[src/sv/ddd_pkg.sv]
// ----------------------------------------------------------------------------
// ddd_pkg: shared types and constants for the date difference block
// Holds the field widths, the queue depth, the constant reciprocal used for
// division by 25, and the item types passed between front, queue and back.
// ----------------------------------------------------------------------------
package ddd_pkg;

    // Field widths
    localparam int DAY_W   = 5;
    localparam int MONTH_W = 4;
    localparam int YEAR_W  = 14;
    localparam int COUNT_W = 22;

    // Shifted year (year + 400, less one for January and February)
    localparam int YY_W    = 15;
    // Century count of a year or of a shifted year
    localparam int CENT_W  = 8;
    // Day offset of a month within a March-based year
    localparam int MOFF_W  = 9;
    // Serial day number
    localparam int DN_W    = 23;

    localparam logic [COUNT_W-1:0] COUNT_MAX = {COUNT_W{1'b1}};

    // Division by 25 as multiply by ceil(2^17 / 25) and shift by 17.
    // Exact for dividends below 43690, which covers every 13-bit value.
    localparam int DIV25_MUL   = 5243;
    localparam int DIV25_SHIFT = 17;

    // Queue between front and back
    localparam int QDEPTH = 4;
    localparam int QAW    = $clog2(QDEPTH);
    localparam int QCW    = $clog2(QDEPTH + 1);

    // One date after the first front stage
    typedef struct packed {
        logic [DAY_W-1:0]   day;
        logic [MONTH_W-1:0] month;
        logic [YEAR_W-1:0]  year;
        logic [CENT_W-1:0]  year_cent;  // floor(year / 100)
        logic [YY_W-1:0]    yy;
        logic [CENT_W-1:0]  yy_cent;    // floor(yy / 100)
    } t_date_raw;

    // One date ready for the day number
    typedef struct packed {
        logic [YY_W-1:0]    yy;
        logic [CENT_W-1:0]  yy_cent;
        logic [MOFF_W-1:0]  moff;
        logic [DAY_W-1:0]   day;
    } t_date_nrm;

    // One classified item as held in the queue
    typedef struct packed {
        t_date_nrm start_date;
        t_date_nrm end_date;
        logic      bad;
    } t_item;

endpackage

[src/sv/ddd_front.sv]
// ----------------------------------------------------------------------------
// ddd_front: input acceptance and date classification
// Two pipeline stages. The first shifts the years and divides them by 100;
// the second checks both dates for validity and looks up the month offsets.
// ----------------------------------------------------------------------------
module ddd_front (
    input  logic                         i_clk,
    input  logic                         i_rst_n,
    input  logic                         i_valid,
    output logic                         o_ready,
    input  logic [ddd_pkg::DAY_W-1:0]    i_start_day,
    input  logic [ddd_pkg::MONTH_W-1:0]  i_start_month,
    input  logic [ddd_pkg::YEAR_W-1:0]   i_start_year,
    input  logic [ddd_pkg::DAY_W-1:0]    i_end_day,
    input  logic [ddd_pkg::MONTH_W-1:0]  i_end_month,
    input  logic [ddd_pkg::YEAR_W-1:0]   i_end_year,
    output logic                         o_valid,
    input  logic                         i_ready,
    output ddd_pkg::t_item               o_item
);
    import ddd_pkg::*;

    // Divide a 13-bit value by 25 with a constant reciprocal.
    function automatic logic [CENT_W-1:0] div25(input logic [12:0] x);
        logic [25:0] p;
        p = 26'(x) * 26'(DIV25_MUL);
        return p[DIV25_SHIFT +: CENT_W];
    endfunction

    // First-stage work on one date.
    function automatic t_date_raw prep(input logic [DAY_W-1:0] d,
                                       input logic [MONTH_W-1:0] m,
                                       input logic [YEAR_W-1:0] y);
        t_date_raw r;
        r.day       = d;
        r.month     = m;
        r.year      = y;
        r.year_cent = div25({1'b0, y[YEAR_W-1:2]});
        r.yy        = YY_W'(y) + YY_W'(400) - ((m <= MONTH_W'(2)) ? YY_W'(1) : YY_W'(0));
        r.yy_cent   = div25(r.yy[YY_W-1:2]);
        return r;
    endfunction

    // Days before the first of a month, counting from the first of March.
    function automatic logic [MOFF_W-1:0] month_offset(input logic [MONTH_W-1:0] m);
        logic [MOFF_W-1:0] o;
        unique case (m)
            4'd3:    o = 9'd0;
            4'd4:    o = 9'd31;
            4'd5:    o = 9'd61;
            4'd6:    o = 9'd92;
            4'd7:    o = 9'd122;
            4'd8:    o = 9'd153;
            4'd9:    o = 9'd184;
            4'd10:   o = 9'd214;
            4'd11:   o = 9'd245;
            4'd12:   o = 9'd275;
            4'd1:    o = 9'd306;
            4'd2:    o = 9'd337;
            default: o = 9'd0;
        endcase
        return o;
    endfunction

    // Length of a month; zero for a month code outside the calendar.
    function automatic logic [DAY_W-1:0] month_len(input logic [MONTH_W-1:0] m,
                                                   input logic leap);
        logic [DAY_W-1:0] l;
        unique case (m)
            4'd1, 4'd3, 4'd5, 4'd7, 4'd8, 4'd10, 4'd12: l = 5'd31;
            4'd4, 4'd6, 4'd9, 4'd11:                    l = 5'd30;
            4'd2:    l = leap ? 5'd29 : 5'd28;
            default: l = 5'd0;
        endcase
        return l;
    endfunction

    // Gregorian leap rule from the year and its century count.
    function automatic logic is_leap(input logic [YEAR_W-1:0] y,
                                     input logic [CENT_W-1:0] c);
        logic [11:0] c25;
        c25 = 12'({4'b0, c} * 12'd25);
        return (y[1:0] == 2'b00) && ((y[YEAR_W-1:2] != c25) || (c[1:0] == 2'b00));
    endfunction

    function automatic logic date_ok(input t_date_raw r);
        logic [DAY_W-1:0] len;
        len = month_len(r.month, is_leap(r.year, r.year_cent));
        return (r.day != '0) && (r.day <= len);
    endfunction

    function automatic t_date_nrm norm(input t_date_raw r);
        t_date_nrm n;
        n.yy      = r.yy;
        n.yy_cent = r.yy_cent;
        n.moff    = month_offset(r.month);
        n.day     = r.day;
        return n;
    endfunction

    logic      r_v1;
    logic      r_v2;
    t_date_raw r_s1;
    t_date_raw r_e1;
    t_item     r_item;
    logic      en1;
    logic      en2;

    // Stage enables: a stage moves when it is empty or its successor moves.
    assign en2     = !r_v2 || i_ready;
    assign en1     = !r_v1 || en2;
    assign o_ready = en1;
    assign o_valid = r_v2;
    assign o_item  = r_item;

    // Stage valid bits
    always_ff @(posedge i_clk) begin
        if (!i_rst_n) begin
            r_v1 <= 1'b0;
            r_v2 <= 1'b0;
        end else begin
            if (en1) begin
                r_v1 <= i_valid;
            end
            if (en2) begin
                r_v2 <= r_v1;
            end
        end
    end

    // Stage one: shifted years and century counts
    always_ff @(posedge i_clk) begin
        if (en1 && i_valid) begin
            r_s1 <= prep(i_start_day, i_start_month, i_start_year);
            r_e1 <= prep(i_end_day, i_end_month, i_end_year);
        end
    end

    // Stage two: validity and month offsets
    always_ff @(posedge i_clk) begin
        if (en2 && r_v1) begin
            r_item.start_date <= norm(r_s1);
            r_item.end_date   <= norm(r_e1);
            r_item.bad        <= !(date_ok(r_s1) && date_ok(r_e1));
        end
    end

endmodule

[src/sv/ddd_queue.sv]
// ----------------------------------------------------------------------------
// ddd_queue: short queue between the front and the back
// A small circular buffer of classified items, so that either side can stall
// without holding up the other.
// ----------------------------------------------------------------------------
module ddd_queue (
    input  logic           i_clk,
    input  logic           i_rst_n,
    input  logic           i_valid,
    output logic           o_ready,
    input  ddd_pkg::t_item i_item,
    output logic           o_valid,
    input  logic           i_ready,
    output ddd_pkg::t_item o_item
);
    import ddd_pkg::*;

    t_item          r_buf [QDEPTH];
    logic [QAW-1:0] r_wptr;
    logic [QAW-1:0] r_rptr;
    logic [QCW-1:0] r_count;
    logic           push;
    logic           pop;

    assign o_ready = (r_count != QCW'(QDEPTH));
    assign o_valid = (r_count != '0);
    assign o_item  = r_buf[r_rptr];
    assign push    = i_valid && o_ready;
    assign pop     = o_valid && i_ready;

    function automatic logic [QAW-1:0] bump(input logic [QAW-1:0] p);
        return (p == QAW'(QDEPTH - 1)) ? '0 : p + QAW'(1);
    endfunction

    // Pointers and fill count
    always_ff @(posedge i_clk) begin
        if (!i_rst_n) begin
            r_wptr  <= '0;
            r_rptr  <= '0;
            r_count <= '0;
        end else begin
            if (push) begin
                r_wptr <= bump(r_wptr);
            end
            if (pop) begin
                r_rptr <= bump(r_rptr);
            end
            if (push && !pop) begin
                r_count <= r_count + QCW'(1);
            end else if (pop && !push) begin
                r_count <= r_count - QCW'(1);
            end
        end
    end

    // Entry storage
    always_ff @(posedge i_clk) begin
        if (push) begin
            r_buf[r_wptr] <= i_item;
        end
    end

endmodule

[src/sv/ddd_back.sv]
// ----------------------------------------------------------------------------
// ddd_back: day numbers, difference and result register
// Stage one forms the serial day number of each date; stage two takes the
// difference, adds the end day if asked, saturates and holds the result.
// ----------------------------------------------------------------------------
module ddd_back (
    input  logic                          i_clk,
    input  logic                          i_rst_n,
    input  logic                          i_include_end_day,
    input  logic                          i_valid,
    output logic                          o_ready,
    input  ddd_pkg::t_item                i_item,
    output logic                          o_valid,
    input  logic                          i_ready,
    output logic [ddd_pkg::COUNT_W-1:0]   o_day_count,
    output logic                          o_bad_input
);
    import ddd_pkg::*;

    // Serial day number: 365*yy + yy/4 - yy/100 + yy/400 + month offset + day - 1
    function automatic logic [DN_W-1:0] day_number(input t_date_nrm n);
        return DN_W'(n.yy) * DN_W'(365) + DN_W'(n.yy[YY_W-1:2]) - DN_W'(n.yy_cent)
             + DN_W'(n.yy_cent[CENT_W-1:2]) + DN_W'(n.moff) + DN_W'(n.day) - DN_W'(1);
    endfunction

    logic               r_v1;
    logic [DN_W-1:0]    r_dn_start;
    logic [DN_W-1:0]    r_dn_end;
    logic               r_bad1;
    logic               r_ovalid;
    logic [COUNT_W-1:0] r_count;
    logic               r_bad;
    logic               en1;
    logic               en_out;
    logic [DN_W-1:0]    diff;
    logic [DN_W:0]      total;
    logic [COUNT_W-1:0] n_count;

    assign en_out      = !r_ovalid || i_ready;
    assign en1         = !r_v1 || en_out;
    assign o_ready     = en1;
    assign o_valid     = r_ovalid;
    assign o_day_count = r_count;
    assign o_bad_input = r_bad;

    // Valid bits
    always_ff @(posedge i_clk) begin
        if (!i_rst_n) begin
            r_v1     <= 1'b0;
            r_ovalid <= 1'b0;
        end else begin
            if (en1) begin
                r_v1 <= i_valid;
            end
            if (en_out) begin
                r_ovalid <= r_v1;
            end
        end
    end

    // Stage one: day numbers of both dates
    always_ff @(posedge i_clk) begin
        if (en1 && i_valid) begin
            r_dn_start <= day_number(i_item.start_date);
            r_dn_end   <= day_number(i_item.end_date);
            r_bad1     <= i_item.bad;
        end
    end

    // Difference (zero unless the end is later), end-day adjustment, saturation, zero for a bad item
    always_comb begin
        diff  = (r_dn_start < r_dn_end) ? (r_dn_end - r_dn_start) : '0;
        total = (DN_W + 1)'(diff) + (DN_W + 1)'(i_include_end_day);
        if (r_bad1) begin
            n_count = '0;
        end else if (total > (DN_W + 1)'(COUNT_MAX)) begin
            n_count = COUNT_MAX;
        end else begin
            n_count = total[COUNT_W-1:0];
        end
    end

    // Result register
    always_ff @(posedge i_clk) begin
        if (en_out && r_v1) begin
            r_count <= n_count;
            r_bad   <= r_bad1;
        end
    end

endmodule

[src/sv/date_difference_in_days.sv]
// ----------------------------------------------------------------------------
// date_difference_in_days: days between two Gregorian dates
//
//   channel   handshake                  payload
//   input     i_in_valid / o_in_ready    start and end day, month, year
//   output    o_out_valid / i_out_ready  day count, bad-input flag
//   config    i_cfg_wr_en                include-end-day bit
//
// One beat is accepted per cycle while o_in_ready is high; each result passes
// through five register stages (two front, one queue, two back), the first of
// them loaded at the edge that accepts its input beat.
// The four-entry queue lets the front keep taking beats while the output is
// stalled, until the back, the queue and the front stages hold eight items.
// Reset is synchronous and clears all valid bits and the config bit; no
// clearing pass is needed.
// ----------------------------------------------------------------------------
module date_difference_in_days (
    input  logic                          i_clk,
    input  logic                          i_rst_n,
    input  logic                          i_cfg_wr_en,
    input  logic                          i_cfg_wr_data,
    input  logic                          i_in_valid,
    output logic                          o_in_ready,
    input  logic [ddd_pkg::DAY_W-1:0]     i_start_day,
    input  logic [ddd_pkg::MONTH_W-1:0]   i_start_month,
    input  logic [ddd_pkg::YEAR_W-1:0]    i_start_year,
    input  logic [ddd_pkg::DAY_W-1:0]     i_end_day,
    input  logic [ddd_pkg::MONTH_W-1:0]   i_end_month,
    input  logic [ddd_pkg::YEAR_W-1:0]    i_end_year,
    output logic                          o_out_valid,
    input  logic                          i_out_ready,
    output logic [ddd_pkg::COUNT_W-1:0]   o_day_count,
    output logic                          o_bad_input
);
    import ddd_pkg::*;

    logic  r_include_end_day;
    logic  fq_valid;
    logic  fq_ready;
    t_item fq_item;
    logic  qb_valid;
    logic  qb_ready;
    t_item qb_item;

    // Configuration register
    always_ff @(posedge i_clk) begin
        if (!i_rst_n) begin
            r_include_end_day <= 1'b0;
        end else if (i_cfg_wr_en) begin
            r_include_end_day <= i_cfg_wr_data;
        end
    end

    // Front: accept and classify
    ddd_front u_front (
        .i_clk         (i_clk),
        .i_rst_n       (i_rst_n),
        .i_valid       (i_in_valid),
        .o_ready       (o_in_ready),
        .i_start_day   (i_start_day),
        .i_start_month (i_start_month),
        .i_start_year  (i_start_year),
        .i_end_day     (i_end_day),
        .i_end_month   (i_end_month),
        .i_end_year    (i_end_year),
        .o_valid       (fq_valid),
        .i_ready       (fq_ready),
        .o_item        (fq_item)
    );

    // Queue between the two halves
    ddd_queue u_queue (
        .i_clk   (i_clk),
        .i_rst_n (i_rst_n),
        .i_valid (fq_valid),
        .o_ready (fq_ready),
        .i_item  (fq_item),
        .o_valid (qb_valid),
        .i_ready (qb_ready),
        .o_item  (qb_item)
    );

    // Back: day numbers and result
    ddd_back u_back (
        .i_clk             (i_clk),
        .i_rst_n           (i_rst_n),
        .i_include_end_day (r_include_end_day),
        .i_valid           (qb_valid),
        .o_ready           (qb_ready),
        .i_item            (qb_item),
        .o_valid           (o_out_valid),
        .i_ready           (i_out_ready),
        .o_day_count       (o_day_count),
        .o_bad_input       (o_bad_input)
    );

`ifndef SYNTHESIS
    // A bad date always reports a zero count.
    a_bad_zero: assert property (@(posedge i_clk) disable iff (!i_rst_n)
        o_out_valid && o_bad_input |-> o_day_count == '0)
        else $error("bad input with nonzero day count");

    // The front only refuses a beat when it holds an item the queue cannot take.
    a_front_full: assert property (@(posedge i_clk) disable iff (!i_rst_n)
        !o_in_ready |-> fq_valid && !fq_ready)
        else $error("front stalled without a full queue");

    // An item the back does not take stays at the head of the queue.
    a_queue_hold: assert property (@(posedge i_clk) disable iff (!i_rst_n)
        qb_valid && !qb_ready |=> qb_valid && $stable(qb_item))
        else $error("queue head lost while back stalled");
`endif

endmodule
[config.mk]
export PLATFORM = sky130hd
export DESIGN_NAME = date_difference_in_days
export DESIGN_NICKNAME = d
export VERILOG_FILES = /design/src/sv/ddd_pkg.sv /design/src/sv/ddd_front.sv /design/src/sv/ddd_queue.sv /design/src/sv/ddd_back.sv /design/src/sv/date_difference_in_days.sv
export SDC_FILE = /design/constraint.sdc
export NUM_CORES = 2
export LEC_CHECK = 0
export BUFFER_PORTS_ARGS = -buffer_cell sky130_fd_sc_hd__buf_2
export CORE_MARGIN = 4
export CORE_UTILIZATION = 39
export DETAILED_ROUTE_END_ITERATION = 7
export GPL_TIMING_DRIVEN = 0
export HOLD_SLACK_MARGIN = 0.06
export PLACE_DENSITY = 0.53
export SKIP_LAST_GASP = 1
export SLEW_MARGIN = 15
export SYNTH_ARGS = -nofsm -noshare
export SYNTH_HDL_FRONTEND = slang
export SYNTH_SLANG_ARGS = --single-unit
[constraint.sdc]
create_clock -name i_clk -period 13 [get_ports i_clk]
set_input_delay 1.3 -clock i_clk [delete_from_list [all_inputs] [get_ports i_clk]]
set_output_delay 1.3 -clock i_clk [all_outputs]
set_load 0.01 [all_outputs]
Word-level counts from Yosys, hierarchy flattened
Memories as Yosys holds them, arrays and structs flattened. A register that Yosys moved wholly into a read port is not among the register bits.
Index checks and enable logic that the tools add are counted.
{ "word_totals": {"word_cells": 155, "register_bits": 247, "ramBits": 300, "n_memories": 3, "rom_bits": 288, "output_inout_bits": 25} }
{ "mem_list": {"columns": ["memory", "depth", "word_bits", "rd", "rd_clocked_by_memory_dff", "wr", "line_no", "text"], "rows": [
  ["u_queue.r_buf", 4, 75, 1, 1, 1, "ddd_queue.sv:18", "t_item r_buf [QDEPTH];"],
  ["(no name shown)", 16, 9, 1, 1, 0, "ddd_front.sv:47", "unique case (m)"],
  ["(no name shown)", 16, 9, 1, 1, 0, "ddd_front.sv:47", null]
]} }
{ "classes": {"muxes": 18, "n_lt_le_gt_ge": 6, "n_addsub": 22, "n_eq_ne": 29, "reduce_logical": 37, "mul": 8} }
{ "op_table": {"columns": ["op", "count"], "rows": [
  ["multiplier 12 x 13 -> 25 bit (second input constant)", 2],
  ["multiplier 13 x 13 -> 25 bit (second input constant)", 2],
  ["adder 23 x 13 -> 23 bit", 2],
  ["adder 23 x 5 -> 23 bit", 2],
  ["adder 23 x 6 -> 23 bit", 2],
  ["adder 23 x 9 -> 23 bit", 2],
  ["multiplier 15 x 9 -> 23 bit (second input constant)", 2],
  ["subtractor 23 x 1 -> 23 bit (second input constant)", 2],
  ["subtractor 23 x 8 -> 23 bit", 2],
  ["== test 4 bit (second input constant)", 10],
  ["== test 4 x 3 -> 1 bit (second input constant)", 8],
  ["adder 14 x 9 -> 15 bit (second input constant)", 2],
  ["one-hot mux 5 bit (3 select lines)", 2],
  ["subtractor 15 bit", 2],
  ["adder 23 x 1 -> 24 bit", 1],
  ["greater-than comparator 24 x 22 -> 1 bit (second input constant)", 1],
  ["multiplier 8 x 5 -> 12 bit (second input constant)", 2],
  ["!= test 12 bit", 2],
  ["< comparator 23 bit", 1],
  ["two-way mux 23 bit", 1],
  ["subtractor 23 bit", 1],
  ["two-way mux 22 bit", 1],
  ["== test 4 x 2 -> 1 bit (second input constant)", 4],
  ["OR reduction 7 bit", 2],
  ["other kinds (20)", 62]
]} }

Longest topological paths before layout
{ "logic_depth": {"depth_word": 11, "mapped_depth": 35} }

By module
Synthesis repeated with hierarchy kept, for this count alone.
{ "hier_totals": {"hier_cells": 3612, "area_unflattened_um2": 45506.1} }
{ "by_module_without_submodules": {"columns": ["mod", "cells_per_inst", "n_inst", "area_each_um2"], "rows": [
  ["ddd_front", 1809, 1, 20437.1],
  ["ddd_back", 1358, 1, 13731.9],
  ["ddd_queue", 442, 1, 11300.8],
  ["date_difference_in_days", 3, 1, 36.3]
]} }

Worst setup path after synthesis
OpenSTA, ideal clock, no wires.
{ "synth_timing": {"kind": "input-to-reg", "from": "input port i_end_month[1] in the netlist's numbering", "to": "register u_front.r_e1[4] in the netlist's numbering (data pin)", "required_time_ns": 12.734, "stages": 33, "t_arrival_ns": 8.584, "path_slack_ns": 4.150, "n_path_buf": 0, "cell_sequence": "a211oi_1 > ha_1 > inv_1 > ha_1 > inv_1 > fa_1 > nor2_1 > o21ai_0 > nand2b_1 > a211o_1 > a211o_1 > a211o_1 > a21oi_1 > o21ai_0 > xnor2_1 > ha_1 > inv_1 > fa_1 > inv_1 > fa_1 > fa_1 > inv_1 > fa_1 > inv_1 > ha_1 > or4_1 > a2111oi_0 > a211oi_1 > a41oi_1 > nand2b_1 > a21o_1 > a211oi_1 > nor2_1"} }
{ "synth_via": {"elab_chain_len": 4} }
{ "synth_rtl": {"columns": ["element", "line_no", "text"], "rows": [
  ["start, declared", "date_difference_in_days.sv:28", "input logic [ddd_pkg::MONTH_W-1:0] i_end_month,"],
  ["less-or-equal comparator 4 x 2 -> 1 bit", "ddd_front.sv:39", "r.yy = YY_W'(y) + YY_W'(400) - ((m <= MONTH_W'(2)) ? YY_W'(1) : YY_W'(0));"],
  ["two-way mux 1 bit", "ddd_front.sv:39", null],
  ["subtractor 15 bit", "ddd_front.sv:39", null],
  ["multiplier 13 x 13 -> 25 bit", "ddd_front.sv:26", "p = 26'(x) * 26'(DIV25_MUL);"],
  ["end signal, assigned", "ddd_front.sv:135", "r_e1 <= prep(i_end_day, i_end_month, i_end_year);"],
  ["end, declared", "ddd_front.sv:104", "t_date_raw r_e1;"]
]} }
No other way between the ends.
A chain may end at the register's enable or synchronous reset.

Final worst setup path
Ends and elaborated chain as after synthesis.

==> out/qor.yml <==
timing:
  slew_viol_final: 0
  skew_ns: 0.0499
  min_period_ns: 9.51
  grt_setup_unrepaired: "false"
  relSlewSlack_pct: 25.9
  setup_violations: 0
  setup-tns-final_ns: 0
  tightestPinTransition_ns: 1.10
  hold_viol_final: 0
  period_share_pct: 73.1
  fmax_mhz: 105
cells_and_area:
  drive_gt1_share_pct: 9.17
  layout_common_cells: "inv_1 (776), ha_1 (687), edfxtp_1 (553)"
  area_delta_synth_final_pct: 10.2
  nNetsFinal: 4727
  mostFrequentLayoutCell: "inv_1"
  num_antenna_cells: 0
placed_design:
  place.gp.congestion: 0.794
  dpl.hpwl_um: 69400
  io_buffers: 76
worst_setup_path:
  cp.required_ns: 13.40
  crit_end: "u_front.r_e1[4]"
  critPathCaptureType: "register"
  crit_type: "input port to register"
  critPathMaxStageDelay_ns: 0.88
  arrival_ns: 9.91
  r2r_setup_slack_ns: 4.66
  slowest_stage: "xnor2_1"
  rr_worst_depth: 22
  critPathMaxFanout: 6
  cp-startpoint: "i_end_month[1]"
  r2r-end: "u_back.r_dn_start[21]"
  path_common_cell: "inv_1"
  critPathLaunchType: "input port"
grt:
  grt_max_degree: 59
  grt-ovfl-total: 0
  grt_usage_pct: 14.8
  grt_pass1_vias: 26200
  antenna_found_initial: 1
  grt_first_pass_wirelength_um: 143000
detailed_routing:
  drc_errors: 0
  first_pass_iters: 7
  wire_per_inst_um: 16.8
  via_per_inst: 4.74
  wirelength_um: 86200
  drt.antenna.violating_nets: 0
  num_vias: 24300
  drt_iter0_markers: 1075
clock_network:
  cts.reportedPaths.clkPinSlew_ns: 0.06
  clock_tree.htree_level_count: 2
  cts_resized: 0
  postCtsSetupRepairBufs: 0
  clock_latency_ns: 0.66
  cts_root_buf: "clkbuf_16"
  hold_buffers: 0
  cts_buffers: 60
  cts_max_path_buffers: 3
  clock-sinks: 567
  cts_tree: "done"
yosys:
  synth_seq_cells: 567
  synth-edff-count: 553
  synth.distinct_cells: 100
  synth_flop_cell: "edfxtp_1"
  yosys_warnings: 0
  synth_area_per_cell_um2: 13.0
  synth_top_cell_by_area: "edfxtp_1"
  synth_nets: 4577
  netlist.area_leader.share_pct: 37.3
  ys_top_cells_by_area: "edfxtp_1 (37%), ha_1 (19%), fa_1 (18%)"
  syn_area_mm2: 0.0445
  async_flop_share_pct: 0
  seq_area_frac_synth_pct: 37.9
  postSynthCellCount: 3435
die:
  die_w_um: 346
  dieArea_mm2: 0.120
  initial_core_util_pct: 39.4
  dieHeight_um: 346
  io_pins: 77
  core_area_mm2: 0.113
  row_count: 123
run:
  maxCapViolCount: 0
status:
  status: "finished clean"
worst_hold_path:
  hp-class: "register to register"
[layer usage]
| metal | GRT usage, % | vias to the layer above | share of wire (%) |
|---|---|---|---|
| met5 | 0 | - | 0 |
| met4 | 2.91 | 0 | 1.8 |
| met3 | 1.52 | 92 | 2.6 |
| met2 | 25.0 | 252 | 48 |
| met1 | 20.9 | 12000 | 48 |
| li1 | - | 12000 | - |
[how the worst min path moves through the flow]
stage	from	end	slack, ns	depth (start not counted)
after global routing	u_front.r_s1[21]	u_front.o_item[73]	0.42	0
after detailed placement	u_front.r_s1[19]	u_front.o_item[71]	0.40	0
after CTS	u_front.r_s1[19]	u_front.o_item[71]	0.42	0
after floorplan	u_front.r_e1[0]	u_front.o_item[15]	0.40	0
after global placement	u_front.r_e1[21]	u_front.o_item[36]	0.40	0
final	u_front.r_s1[19]	u_front.o_item[71]	0.42	0
[synthesized netlist by cell type, types with 4 or more instances]
cell type and count:
a2111oi_0 10, a211o_1 8, a211oi_1 11, a21boi_0 6, a21o_1 48, a21oi_1 86, a21oi_2 23, a22o_1 6
a31o_2 6, a31oi_1 7, and2_1 13, and3_1 16, and4_1 7, buf_1 8, clkbuf_1 18, dfxtp_1 14
edfxtp_1 553, fa_1 403, ha_1 687, inv_1 776, mux2i_1 6, mux4_2 80, nand2_1 56, nand2b_1 25
nand3_1 21, nand3b_1 8, nand4_1 19, nor2_1 78, nor2b_1 27, nor3_1 20, nor3b_1 4, nor4_1 7
o211ai_1 10, o21a_1 15, o21ai_0 53, o21ai_1 5, o21bai_1 12, o22ai_1 4, o31ai_1 5, or2_2 5
or3_1 8, or4_1 4, xnor2_1 133, xor2_1 50
[cell type report]
cell class,count,area [um^2]
Inverter,777,2920
Multi-Input combinational cell,2051,24500
Clock inverter,41,415
Sequential cell,567,16900
Buffer,40,239
Fill cell,10600,63900
Timing Repair Buffer,88,673
Tap cell,1500,1880
Clock buffer,69,1540
[critical path, delay by kind of cell]
family | cells | cell delay (ns)
AO/OA/AOI/OAI | 11 | 3.31
adder cells (fa/ha/maj) | 8 | 2.97
XOR/XNOR | 1 | 0.88
buffers and inverters | 6 | 0.66
AND/OR/NAND/NOR | 4 | 0.80
[stage by stage]
stage | util [%] | std cells | instance area, um^2 | worst slack, ns | hold slack, ns
after floorplan | - | 3435 | 44500 | 4.15 | 0.400
after global placement | 41.4 | 5011 | 46800 | 2.45 | 0.403
after detailed placement | 41.7 | 5023 | 47100 | 2.65 | 0.405
after CTS | 43.4 | 5133 | 49100 | 3.33 | 0.420
after global routing | 43.5 | 5133 | 49100 | 2.86 | 0.421
final | 43.5 | 5133 | 49100 | 3.49 | 0.418
[registers in the layout (all words and copies together), names as in the netlist, 2 cells and up, named ones only]
name / cells
u_front.o_item: 75
u_queue.r_rptr: 2
u_back.r_dn_end: 23
u_queue.r_buf: 300
u_back.r_dn_start: 23
u_front.r_s1: 54
u_back.o_day_count: 22
u_front.r_e1: 54
u_queue.r_count: 3
u_queue.r_wptr: 2
[cell families (layout without fill, tap and decap cells)]
group | count (synthesis) | in the layout | synth area share, %
and+or+nand+nor | 338 | 338 | 4.14
AOI/OAI and AO/OA | 352 | 352 | 5.58
DFF | 567 | 567 | 37.9
xor gates and xnor gates | 184 | 184 | 3.64
buffers and inverters | 817 | 1015 | 7.08
muxes | 87 | 87 | 4.21
adders and majority gates | 1090 | 1090 | 37.4
Power is left out: the tool's default activity adds up to more than one toggle a clock period on the data nets, which glitch-free logic cannot reach.
